File: config.mk
export PLATFORM = sky130hd
export DESIGN_NAME = weather_sensor_frame_encoder_unit
export DESIGN_NICKNAME = d
export VERILOG_FILES = /design/src/hw/rtl/wsfe_pkg.sv /design/src/hw/rtl/wsfe_front.sv /design/src/hw/rtl/wsfe_queue.sv /design/src/hw/rtl/wsfe_back.sv /design/src/hw/rtl/weather_sensor_frame_encoder_unit.sv
export SDC_FILE = /design/constraint.sdc
export NUM_CORES = 2
export LEC_CHECK = 0
export ABC_AREA = 1
export BUFFER_PORTS_ARGS = -buffer_cell sky130_fd_sc_hd__buf_2
export CORE_ASPECT_RATIO = 1.5
export CORE_MARGIN = 2
export CORE_UTILIZATION = 60
export DETAILED_ROUTE_END_ITERATION = 10
export PLACE_DENSITY = 0.87
export SLEW_MARGIN = 20
export SYNTH_ARGS = -nofsm -noshare
export SYNTH_HDL_FRONTEND = slang
export SYNTH_SLANG_ARGS = --single-unit
export TNS_END_PERCENT = 5
File: constraint.sdc
create_clock -name clk -period 11.2 [get_ports clk]
set_clock_uncertainty 0.05 [all_clocks]
set_input_delay 0.56 -clock clk [delete_from_list [all_inputs] [get_ports clk]]
set_output_delay 0.56 -clock clk [all_outputs]
set_load 0.02 [all_outputs]
File: src/hw/rtl/wsfe_pkg.sv
// shared types and constants of the weather sensor frame encoder
// frame word layout, digest key table; no dependencies
package wsfe_pkg;

  localparam int PAY_BYTES = 15;
  localparam int DIG_BITS  = 8 * PAY_BYTES;
  localparam int FRAME_LEN = 24;

  localparam logic [7:0]  PREAMBLE   = 8'hAA;
  localparam logic [7:0]  SYNC_HI    = 8'h2D;
  localparam logic [7:0]  SYNC_LO    = 8'hD4;
  localparam logic [15:0] DIG_POLY   = 16'h8810;
  localparam logic [15:0] DIG_KEY    = 16'h5412;
  localparam logic [3:0]  CODE_RESET = 4'd1;

  localparam logic [4:0] IDX_SYNC_HI = 5'd4;
  localparam logic [4:0] IDX_SYNC_LO = 5'd5;
  localparam logic [4:0] IDX_DIG_HI  = 5'd6;
  localparam logic [4:0] IDX_DIG_LO  = 5'd7;
  localparam logic [4:0] IDX_PAY     = 5'd8;
  localparam logic [4:0] IDX_LAST    = 5'd23;

  typedef logic [DIG_BITS-1:0][15:0] key_tab_t;

  typedef struct packed {
    logic [PAY_BYTES-1:0][7:0] pay;
    logic [15:0]               digest;
    logic [7:0]                chk;
  } frame_t;

  typedef struct packed {
    logic   push;
    frame_t entry;
  } q_wr_t;

  function automatic key_tab_t build_key_tab();
    key_tab_t    tab;
    logic [15:0] key;
    key = DIG_KEY;
    for (int n = 0; n < DIG_BITS; n++) begin
      tab[n] = key;
      key = key[0] ? ((key >> 1) ^ DIG_POLY) : (key >> 1);
    end
    return tab;
  endfunction

  localparam key_tab_t KEY_TAB = build_key_tab();

endpackage

File: src/hw/rtl/wsfe_front.sv
// front part: takes a reading, clamps and classifies it, converts to bcd
// and builds the payload with digest and checksum; uses wsfe_pkg
module wsfe_front (
  input  logic                 clk,
  input  logic                 rst_n,
  input  logic                 cfg_wr_en,
  input  logic [3:0]           cfg_wr_data,
  input  logic                 in_push,
  output logic                 in_full,
  input  logic [31:0]          in_sensor_ident,
  input  logic [3:0]           in_sensor_kind,
  input  logic                 in_starting_up,
  input  logic [2:0]           in_channel_number,
  input  logic [9:0]           in_gust_tenths,
  input  logic [9:0]           in_average_wind_tenths,
  input  logic [8:0]           in_direction_degrees,
  input  logic signed [10:0]   in_temperature_tenths,
  input  logic [6:0]           in_humidity_percent,
  input  logic [19:0]          in_rain_tenths,
  input  logic [9:0]           in_ultraviolet_tenths,
  input  logic                 in_battery_good,
  input  logic                 q_full,
  output wsfe_pkg::q_wr_t      q_wr
);

  typedef enum logic [4:0] {
    F_IDLE = 5'b00001,
    F_CONV = 5'b00010,
    F_ASM  = 5'b00100,
    F_DIG  = 5'b01000,
    F_PUSH = 5'b10000
  } fstate_t;

  typedef enum logic [1:0] {
    FORM_NONE,
    FORM_TEMP,
    FORM_RAIN
  } form_t;

  typedef struct packed {
    logic [31:0] id;
    logic [7:0]  byte6;
    form_t       form;
    logic        neg;
    logic        batt;
  } hdr_t;

  typedef struct packed {
    hdr_t        hdr;
    logic [9:0]  gust;
    logic [9:0]  avg;
    logic [8:0]  dir;
    logic [9:0]  tval;
    logic [6:0]  hum;
    logic [19:0] rain;
    logic [9:0]  uv;
  } slot_t;

  localparam int LANES  = 7;
  localparam int L_GUST = 0;
  localparam int L_AVG  = 1;
  localparam int L_DIR  = 2;
  localparam int L_TEMP = 3;
  localparam int L_HUM  = 4;
  localparam int L_RAIN = 5;
  localparam int L_UV   = 6;
  localparam logic [3:0] CONV_LAST = 4'd9;

  function automatic logic [43:0] dd_step(input logic [43:0] v);
    logic [23:0] bcd;
    bcd = v[43:20];
    for (int d = 0; d < 6; d++) begin
      if (bcd[4*d +: 4] >= 4'd5) begin
        bcd[4*d +: 4] = bcd[4*d +: 4] + 4'd3;
      end
    end
    return {bcd[22:0], v[19:0], 1'b0};
  endfunction

  fstate_t state_r, state_nxt;
  logic [3:0] cfg_code_r;
  logic rain_next_r;
  logic slot_v_r, slot_v_nxt;
  slot_t slot_r, slot_in;
  hdr_t cur_r;
  logic [43:0] lane_r [LANES];
  logic [3:0] conv_cnt_r;
  logic [wsfe_pkg::PAY_BYTES-1:0][7:0] pay_r, pay_nxt;
  logic [15:0] part_r [wsfe_pkg::PAY_BYTES];
  logic [15:0] part_nxt [wsfe_pkg::PAY_BYTES];
  logic [10:0] sum_r [3];
  logic [10:0] sum_nxt [3];
  logic acc, load, match;
  logic signed [10:0] t_clamp, t_plus;
  logic [15:0] digest;
  logic [12:0] total;
  logic [3:0] flags;

  assign acc     = in_push & ~in_full;
  assign load    = slot_v_r & (state_r == F_IDLE);
  assign in_full = slot_v_r & ~load;
  assign match   = (in_sensor_kind == cfg_code_r);

  always_comb begin
    if (in_temperature_tenths > 11'sd999) begin
      t_clamp = 11'sd999;
    end else if (in_temperature_tenths < -11'sd999) begin
      t_clamp = -11'sd999;
    end else begin
      t_clamp = in_temperature_tenths;
    end
    t_plus = t_clamp + 11'sd1000;

    slot_in.hdr.id    = in_sensor_ident;
    slot_in.hdr.byte6 = {in_sensor_kind, ~in_starting_up, in_channel_number};
    if (!match) begin
      slot_in.hdr.form = FORM_NONE;
    end else if (rain_next_r) begin
      slot_in.hdr.form = FORM_RAIN;
    end else begin
      slot_in.hdr.form = FORM_TEMP;
    end
    slot_in.hdr.neg  = t_clamp[10];
    slot_in.hdr.batt = in_battery_good;
    slot_in.gust = (in_gust_tenths > 10'd999) ? 10'd999 : in_gust_tenths;
    slot_in.avg  = (in_average_wind_tenths > 10'd999) ? 10'd999 : in_average_wind_tenths;
    slot_in.dir  = (in_direction_degrees > 9'd359) ? 9'd359 : in_direction_degrees;
    slot_in.tval = t_clamp[10] ? t_plus[9:0] : t_clamp[9:0];
    slot_in.hum  = (in_humidity_percent > 7'd99) ? 7'd99 : in_humidity_percent;
    slot_in.rain = (in_rain_tenths > 20'd999999) ? 20'd999999 : in_rain_tenths;
    slot_in.uv   = (in_ultraviolet_tenths > 10'd999) ? 10'd999 : in_ultraviolet_tenths;
  end

  always_comb begin
    slot_v_nxt = slot_v_r;
    if (acc) begin
      slot_v_nxt = 1'b1;
    end else if (load) begin
      slot_v_nxt = 1'b0;
    end
  end

  // payload bytes 0..4 from the header, 5..14 from the bcd lanes
  always_comb begin
    pay_nxt[0] = cur_r.id[31:24];
    pay_nxt[1] = cur_r.id[23:16];
    pay_nxt[2] = cur_r.id[15:8];
    pay_nxt[3] = cur_r.id[7:0];
    pay_nxt[4] = cur_r.byte6;
    pay_nxt[5] = ~{lane_r[L_GUST][31:28], lane_r[L_GUST][27:24]};
    pay_nxt[6] = ~{lane_r[L_GUST][23:20], lane_r[L_AVG][23:20]};
    pay_nxt[7] = ~{lane_r[L_AVG][31:28], lane_r[L_AVG][27:24]};
    pay_nxt[8] = {lane_r[L_DIR][31:28], lane_r[L_DIR][27:24]};
    pay_nxt[9] = {lane_r[L_DIR][23:20], 4'h0};
    flags = 4'h0;
    case (cur_r.form)
      FORM_TEMP: begin
        pay_nxt[10] = {lane_r[L_TEMP][31:28], lane_r[L_TEMP][27:24]};
        pay_nxt[11] = {lane_r[L_TEMP][23:20], cur_r.neg, 1'b0, cur_r.batt, 1'b0};
        pay_nxt[12] = {lane_r[L_HUM][27:24], lane_r[L_HUM][23:20]};
      end
      FORM_RAIN: begin
        pay_nxt[10] = ~lane_r[L_RAIN][43:36];
        pay_nxt[11] = ~lane_r[L_RAIN][35:28];
        pay_nxt[12] = ~lane_r[L_RAIN][27:20];
        flags = 4'h1;
      end
      default: begin
        pay_nxt[10] = 8'h00;
        pay_nxt[11] = 8'h00;
        pay_nxt[12] = 8'h00;
      end
    endcase
    pay_nxt[13] = ~{lane_r[L_UV][31:28], lane_r[L_UV][27:24]};
    pay_nxt[14] = {~lane_r[L_UV][23:20], flags};
  end

  // digest partials, one per payload byte, and byte sums in three groups
  always_comb begin
    for (int k = 0; k < wsfe_pkg::PAY_BYTES; k++) begin
      part_nxt[k] = 16'h0000;
      for (int j = 0; j < 8; j++) begin
        if (pay_r[k][7-j]) begin
          part_nxt[k] = part_nxt[k] ^ wsfe_pkg::KEY_TAB[8*k+j];
        end
      end
    end
    for (int g = 0; g < 3; g++) begin
      sum_nxt[g] = 11'd0;
      for (int m = 0; m < 5; m++) begin
        sum_nxt[g] = sum_nxt[g] + {3'd0, pay_r[5*g+m]};
      end
    end
  end

  always_comb begin
    digest = 16'h0000;
    for (int k = 0; k < wsfe_pkg::PAY_BYTES; k++) begin
      digest = digest ^ part_r[k];
    end
    total = {2'd0, sum_r[0]} + {2'd0, sum_r[1]} + {2'd0, sum_r[2]};
  end

  assign q_wr.push         = (state_r == F_PUSH) & ~q_full;
  assign q_wr.entry.pay    = pay_r;
  assign q_wr.entry.digest = digest;
  assign q_wr.entry.chk    = ~total[7:0];

  always_comb begin
    state_nxt = state_r;
    unique case (state_r)
      F_IDLE: begin
        if (slot_v_r) state_nxt = F_CONV;
      end
      F_CONV: begin
        if (conv_cnt_r == CONV_LAST) state_nxt = F_ASM;
      end
      F_ASM:  state_nxt = F_DIG;
      F_DIG:  state_nxt = F_PUSH;
      F_PUSH: begin
        if (!q_full) state_nxt = F_IDLE;
      end
      default: state_nxt = F_IDLE;
    endcase
  end

  always_ff @(posedge clk) begin
    if (!rst_n) begin
      state_r     <= F_IDLE;
      cfg_code_r  <= wsfe_pkg::CODE_RESET;
      rain_next_r <= 1'b0;
      slot_v_r    <= 1'b0;
      conv_cnt_r  <= 4'd0;
    end else begin
      state_r  <= state_nxt;
      slot_v_r <= slot_v_nxt;
      if (cfg_wr_en) cfg_code_r <= cfg_wr_data;
      if (acc && match) rain_next_r <= ~rain_next_r;
      if (load) begin
        conv_cnt_r <= 4'd0;
      end else if (state_r == F_CONV) begin
        conv_cnt_r <= conv_cnt_r + 4'd1;
      end
    end
  end

  always_ff @(posedge clk) begin
    if (acc) slot_r <= slot_in;
    if (load) begin
      cur_r <= slot_r.hdr;
      lane_r[L_GUST] <= {24'd0, 10'd0, slot_r.gust};
      lane_r[L_AVG]  <= {24'd0, 10'd0, slot_r.avg};
      lane_r[L_DIR]  <= {24'd0, 11'd0, slot_r.dir};
      lane_r[L_TEMP] <= {24'd0, 10'd0, slot_r.tval};
      lane_r[L_HUM]  <= {24'd0, 13'd0, slot_r.hum};
      lane_r[L_RAIN] <= {24'd0, slot_r.rain};
      lane_r[L_UV]   <= {24'd0, 10'd0, slot_r.uv};
    end else if (state_r == F_CONV) begin
      for (int l = 0; l < LANES; l++) begin
        lane_r[l] <= dd_step(dd_step(lane_r[l]));
      end
    end
    if (state_r == F_ASM) pay_r <= pay_nxt;
    if (state_r == F_DIG) begin
      part_r <= part_nxt;
      sum_r  <= sum_nxt;
    end
  end

endmodule

File: src/hw/rtl/wsfe_queue.sv
// short frame queue between front and back
// register array with read and write pointers; uses wsfe_pkg
module wsfe_queue #(
  parameter int DEPTH = 2
) (
  input  logic             clk,
  input  logic             rst_n,
  input  wsfe_pkg::q_wr_t  q_wr,
  output logic             q_full,
  input  logic             q_pop,
  output logic             q_empty,
  output wsfe_pkg::frame_t q_head
);

  localparam int AW = (DEPTH > 1) ? $clog2(DEPTH) : 1;
  localparam int CW = $clog2(DEPTH + 1);

  wsfe_pkg::frame_t mem_r [DEPTH];
  logic [AW-1:0] wr_ptr_r, rd_ptr_r;
  logic [CW-1:0] cnt_r;

  function automatic logic [AW-1:0] ptr_inc(input logic [AW-1:0] p);
    return (p == AW'(DEPTH - 1)) ? '0 : p + AW'(1);
  endfunction

  assign q_full  = (cnt_r == CW'(DEPTH));
  assign q_empty = (cnt_r == '0);
  assign q_head  = mem_r[rd_ptr_r];

  always_ff @(posedge clk) begin
    if (!rst_n) begin
      wr_ptr_r <= '0;
      rd_ptr_r <= '0;
      cnt_r    <= '0;
    end else begin
      if (q_wr.push) wr_ptr_r <= ptr_inc(wr_ptr_r);
      if (q_pop) rd_ptr_r <= ptr_inc(rd_ptr_r);
      if (q_wr.push && !q_pop) begin
        cnt_r <= cnt_r + CW'(1);
      end else if (!q_wr.push && q_pop) begin
        cnt_r <= cnt_r - CW'(1);
      end
    end
  end

  always_ff @(posedge clk) begin
    if (q_wr.push) mem_r[wr_ptr_r] <= q_wr.entry;
  end

endmodule

File: src/hw/rtl/wsfe_back.sv
// back part: sends a queued frame as 24 words, preamble and sync first
// frame register with byte index; uses wsfe_pkg
module wsfe_back (
  input  logic             clk,
  input  logic             rst_n,
  input  logic             q_empty,
  input  wsfe_pkg::frame_t q_head,
  output logic             q_pop,
  output logic             out_empty,
  input  logic             out_pop,
  output logic [7:0]       out_frame_byte,
  output logic             out_last_byte
);

  wsfe_pkg::frame_t frame_r;
  logic frame_v_r;
  logic [4:0] idx_r;
  logic [4:0] pay_off;
  logic take, last;

  assign last    = (idx_r == wsfe_pkg::IDX_LAST);
  assign take    = out_pop & frame_v_r;
  assign q_pop   = ~q_empty & (~frame_v_r | (take & last));
  assign pay_off = idx_r - wsfe_pkg::IDX_PAY;

  assign out_empty     = ~frame_v_r;
  assign out_last_byte = last;

  always_comb begin
    unique case (idx_r) inside
      [5'd0:5'd3]:              out_frame_byte = wsfe_pkg::PREAMBLE;
      wsfe_pkg::IDX_SYNC_HI:    out_frame_byte = wsfe_pkg::SYNC_HI;
      wsfe_pkg::IDX_SYNC_LO:    out_frame_byte = wsfe_pkg::SYNC_LO;
      wsfe_pkg::IDX_DIG_HI:     out_frame_byte = frame_r.digest[15:8];
      wsfe_pkg::IDX_DIG_LO:     out_frame_byte = frame_r.digest[7:0];
      [5'd8:5'd22]:             out_frame_byte = frame_r.pay[pay_off[3:0]];
      wsfe_pkg::IDX_LAST:       out_frame_byte = frame_r.chk;
      default:                  out_frame_byte = 8'h00;
    endcase
  end

  always_ff @(posedge clk) begin
    if (!rst_n) begin
      frame_v_r <= 1'b0;
      idx_r     <= 5'd0;
    end else begin
      if (q_pop) begin
        frame_v_r <= 1'b1;
        idx_r     <= 5'd0;
      end else if (take) begin
        if (last) begin
          frame_v_r <= 1'b0;
          idx_r     <= 5'd0;
        end else begin
          idx_r <= idx_r + 5'd1;
        end
      end
    end
  end

  always_ff @(posedge clk) begin
    if (q_pop) frame_r <= q_head;
  end

endmodule

File: src/hw/rtl/weather_sensor_frame_encoder_unit.sv
// top level of the weather sensor frame encoder
// connects wsfe_front, wsfe_queue and wsfe_back; uses wsfe_pkg
//
// One reading in, one 24-word radio frame out (preamble, sync, digest,
// payload, checksum), one frame byte per pop. A reading is taken into an
// input register while the previous one is still converted; per reading
// the front does a load, the bcd conversion with two bcd steps per
// conversion cycle, payload assembly, a digest step and the queue write.
// The back sends one byte per cycle while out_pop is held and starts the
// next queued frame right after the last byte, so the byte serializer sets
// the sustained rate. Up to QUEUE_DEPTH frames wait between front and back.
module weather_sensor_frame_encoder_unit #(
  parameter int QUEUE_DEPTH = 2
) (
  input  logic               clk,
  input  logic               rst_n,
  input  logic               cfg_wr_en,
  input  logic [3:0]         cfg_wr_data,
  input  logic               in_push,
  output logic               in_full,
  input  logic [31:0]        in_sensor_ident,
  input  logic [3:0]         in_sensor_kind,
  input  logic               in_starting_up,
  input  logic [2:0]         in_channel_number,
  input  logic [9:0]         in_gust_tenths,
  input  logic [9:0]         in_average_wind_tenths,
  input  logic [8:0]         in_direction_degrees,
  input  logic signed [10:0] in_temperature_tenths,
  input  logic [6:0]         in_humidity_percent,
  input  logic [19:0]        in_rain_tenths,
  input  logic [9:0]         in_ultraviolet_tenths,
  input  logic               in_battery_good,
  output logic               out_empty,
  input  logic               out_pop,
  output logic [7:0]         out_frame_byte,
  output logic               out_last_byte
);

  wsfe_pkg::q_wr_t  q_wr;
  wsfe_pkg::frame_t q_head;
  logic q_full, q_empty, q_pop;

  wsfe_front u_front (
    .clk                    (clk),
    .rst_n                  (rst_n),
    .cfg_wr_en              (cfg_wr_en),
    .cfg_wr_data            (cfg_wr_data),
    .in_push                (in_push),
    .in_full                (in_full),
    .in_sensor_ident        (in_sensor_ident),
    .in_sensor_kind         (in_sensor_kind),
    .in_starting_up         (in_starting_up),
    .in_channel_number      (in_channel_number),
    .in_gust_tenths         (in_gust_tenths),
    .in_average_wind_tenths (in_average_wind_tenths),
    .in_direction_degrees   (in_direction_degrees),
    .in_temperature_tenths  (in_temperature_tenths),
    .in_humidity_percent    (in_humidity_percent),
    .in_rain_tenths         (in_rain_tenths),
    .in_ultraviolet_tenths  (in_ultraviolet_tenths),
    .in_battery_good        (in_battery_good),
    .q_full                 (q_full),
    .q_wr                   (q_wr)
  );

  wsfe_queue #(
    .DEPTH (QUEUE_DEPTH)
  ) u_queue (
    .clk     (clk),
    .rst_n   (rst_n),
    .q_wr    (q_wr),
    .q_full  (q_full),
    .q_pop   (q_pop),
    .q_empty (q_empty),
    .q_head  (q_head)
  );

  wsfe_back u_back (
    .clk            (clk),
    .rst_n          (rst_n),
    .q_empty        (q_empty),
    .q_head         (q_head),
    .q_pop          (q_pop),
    .out_empty      (out_empty),
    .out_pop        (out_pop),
    .out_frame_byte (out_frame_byte),
    .out_last_byte  (out_last_byte)
  );

endmodule

==> flow_metrics.tcl <==
set metrics [dict create \
    ant_nets 0 \
    fin_crit_ps 4280 \
    io_buffer_count 137 \
    antenna_found_initial 4 \
    syn_avg_cell_area_um2 11.6 \
    htreeDepth 3 \
    ir_drop_v 0.000150 \
    initial_utilization 0.605 \
    rows 136 \
    yosysMostFrequentCell "edfxtp_1" \
    num_vias 35400 \
    final_nets 5300 \
    rsz0062_at_grt "no" \
    cts_resized 0 \
    critPathKind "reg -> out" \
    wl_um 138000 \
    fin_util 0.669 \
    synth.area.top_cells "edfxtp_1 (63%), nand2_1 (7.7%), xor2_1 (5.5%), inv_1 (4.3%), xnor2_1 (3.8%)" \
    power-per-cell-area_mw_per_mm2 171 \
    required_ps 10590 \
    grt_pass1_vias 35600 \
    switching_power_mw 2.70 \
    critPathMaxFanout 35 \
    hold_path_depth 1 \
    synth_area_leader_cell "edfxtp_1" \
    clock-root-buffer "clkbuf_16" \
    synth_edf_count 1159 \
    slew_viol_final 0 \
    total_power_mw 10.5 \
    grt_max_degree 169 \
    worst_pin_slew_ps 1120 \
    firstDrtPassIters 6 \
    yosys.area.top_type_share 0.627 \
    wl_per_cell_um 22.1 \
    comb_power_share 0.109 \
    hold_start "in_gust_tenths[5]" \
    drive_above_1_share 0.0773 \
    min_to "u_front.slot_r[71]" \
    dp_slack_ps 7390 \
    synth_nets 5108 \
    clockPowerShare 0.352 \
    overflow 0 \
    cts_hold_buffers 53 \
    setup_viol 0 \
    leakage_nw 25.0 \
    relSlewSlack 0.249 \
    netlist_instances 4782 \
    layout_setup_ws_ps 6920 \
    cts_sinks 1194 \
    outcome "finished clean" \
    syn_area_mm2 0.0555 \
    die_w_um 252 \
    die-area_mm2 0.0950 \
    ys_seq_area_frac 0.640 \
    r2r_slack_ps 7370 \
    hpwlAfterDp_um 93900 \
    regArea_mm2 0.0355 \
    cp.arrival_ps 3670 \
    n_fill_cell 5905 \
    clk_pin_slew_ps 70 \
    grt_usage 0.294 \
    swShare 0.258 \
    maxCapViolCount 0 \
    cts_buffer_depth 3 \
    drc 0 \
    startpoint_type "register" \
    pin_count 138 \
    async_flop_share 0 \
    core_mm2 0.0917 \
    postSynth.topFlopCell "edfxtp_1" \
    gp_congestion 0.971 \
    syn_to_final_growth_pct 10.5 \
    ys_ff_latch 1194 \
    multi_input_area_mm2 0.0171 \
    r2r_end "u_front.sum_r[29]" \
    p_int_mw 7.76 \
    hp-class "in -> reg" \
    fin_tns_setup_ps 0 \
    fin_crit_sh 0.382 \
    hold_viol_final 0 \
    timing.rr.start "u_front.q_wr[25]" \
    synth_commonest_cells "edfxtp_1 (1159), nand2_1 (1143), inv_1 (641)" \
    endpoint_kind "primary output" \
    post-cts-setup-buffer-count 0 \
    timing.fmax_ghz 0.233 \
    drtIter0Drc 3781 \
    synthDistinctLibCells 51 \
    pwr-share-seq 0.539 \
    viasPerCell 5.67 \
    grt_pass1_wl_um 206000 \
    yosysWarnings 0 \
    die_h_um 377 \
    cts_tree "built" \
    cts_made_buffers 105 \
    r2r_cells 15 \
    clkLatencyLatePin_ps 700 \
]
area by class of cell:
cell class,count,area share
diodes,1,0.0000408
clock buffers,128,0.0461
clock inverters,65,0.0105
inverters,648,0.0399
multi-input cells,2816,0.278
flip-flops and latches,1194,0.579
well taps,1173,0.0239
repair buffers,209,0.0228
per-stage QoR:
| stage | instances | hold WS [ps] | instance area [µm²] |
|---|---|---|---|
| 6_report | 6234 | 27.0 | 61400 |
| 5_1_grt | 6233 | 13.5 | 61300 |
| 4_1_cts | 6233 | 0.973 | 61300 |
| 3_5_place_dp | 5987 | 355 | 57300 |
| 3_3_place_gp | 5987 | 351 | 57300 |
| 2_1_floorplan | 4782 | 350 | 55500 |
flip-flops by register name, summed over array words and instances (netlist names), 4 cells and up:
signal / cells
u_front.sum_r: 24
u_front.lane_r: 232
u_back.frame_r: 137
u_front.part_r: 225
u_front.state_r: 5
u_front.q_wr: 113
u_front.conv_cnt_r: 4
u_front.slot_r: 120
u_front.cur_r: 44
u_queue.mem_r: 274
u_front.cfg_code_r: 4
u_back.idx_r: 5
worst max path at each step:
stage	depth (start not counted)	startpoint	end
after detailed placement	15	u_front.q_wr[25]	u_front.sum_r[29]
after global placement	15	u_front.q_wr[25]	u_front.sum_r[29]
after floorplan	5	u_front.state_r[1]	u_queue.mem_r[1][0]
after global routing	10	u_back.idx_r[0]	out_frame_byte[5]
after CTS	10	u_back.idx_r[0]	out_frame_byte[5]
final	10	u_back.idx_r[0]	out_frame_byte[5]
cell usage in the layout, fill, tap and decap left out, drive strengths merged:
master       instances
edfxtp            1159
nand2             1145
inv                653
xor2               351
nor2               268
xnor2              247
o21ai              194
buf                156
nand3              141
ha                 137
clkbuf             128
a21oi              112
fa                  62
dlygate4sd3         53
clkinv              40
or2                 36
dfxtp               35
a22o                28
nor3                18
o221ai              17
nand4               13
a211oi              11
bufinv              11
o211ai               9
clkinvlp             9
nand3b               7
a31oi                3
and2                 2
a221oi               2
o21a                 2
o2111ai              2
o211a                2
nor3b                2
diode                1
and3                 1
o41ai                1
o22ai                1
a22oi                1
nor4                 1
power by group through the flow:
stage               Sequential [mW]  Combinational [mW]  Clock, mW
floorplan                      5.60               0.772          0
global placement               5.72                1.05          0
detailed placement             5.73                1.10          0
CTS                            5.64                1.13       3.68
global route                   5.66                1.27       3.86
finish                         5.64                1.14       3.68
layer usage:
metal / track usage / vias up / wire length [µm]
met5: 0 / - / 11
met1: 0.329 / 17000 / 45800
met2: 0.507 / 1827 / 69100
met4: 0.220 / 2 / 12100
li1: - / 16100 / -
met3: 0.0476 / 472 / 11000
logic make-up (layout without fill, tap and decap cells):
kind of cell,after synthesis,in the layout,share of synthesized area
compound gates,385,385,0.0397
xor+xnor,598,598,0.0958
fa+ha+maj,199,199,0.0532
buf+inv,772,1050,0.0538
flops,1194,1194,0.640
other cells,0,1,0
simple gates,1634,1634,0.118
critical path: stages, from the launching register on:
cell and delay [ps]:
dfxtp_1 470, inv_2 570, nand2_1 720, inv_1 450, nand2_1 100, nand3_1 80
a21oi_1 60, o21ai_0 180, nand2_1 80, nand2_1 80, buf_2 150
Power figures use the tool's default switching activity.
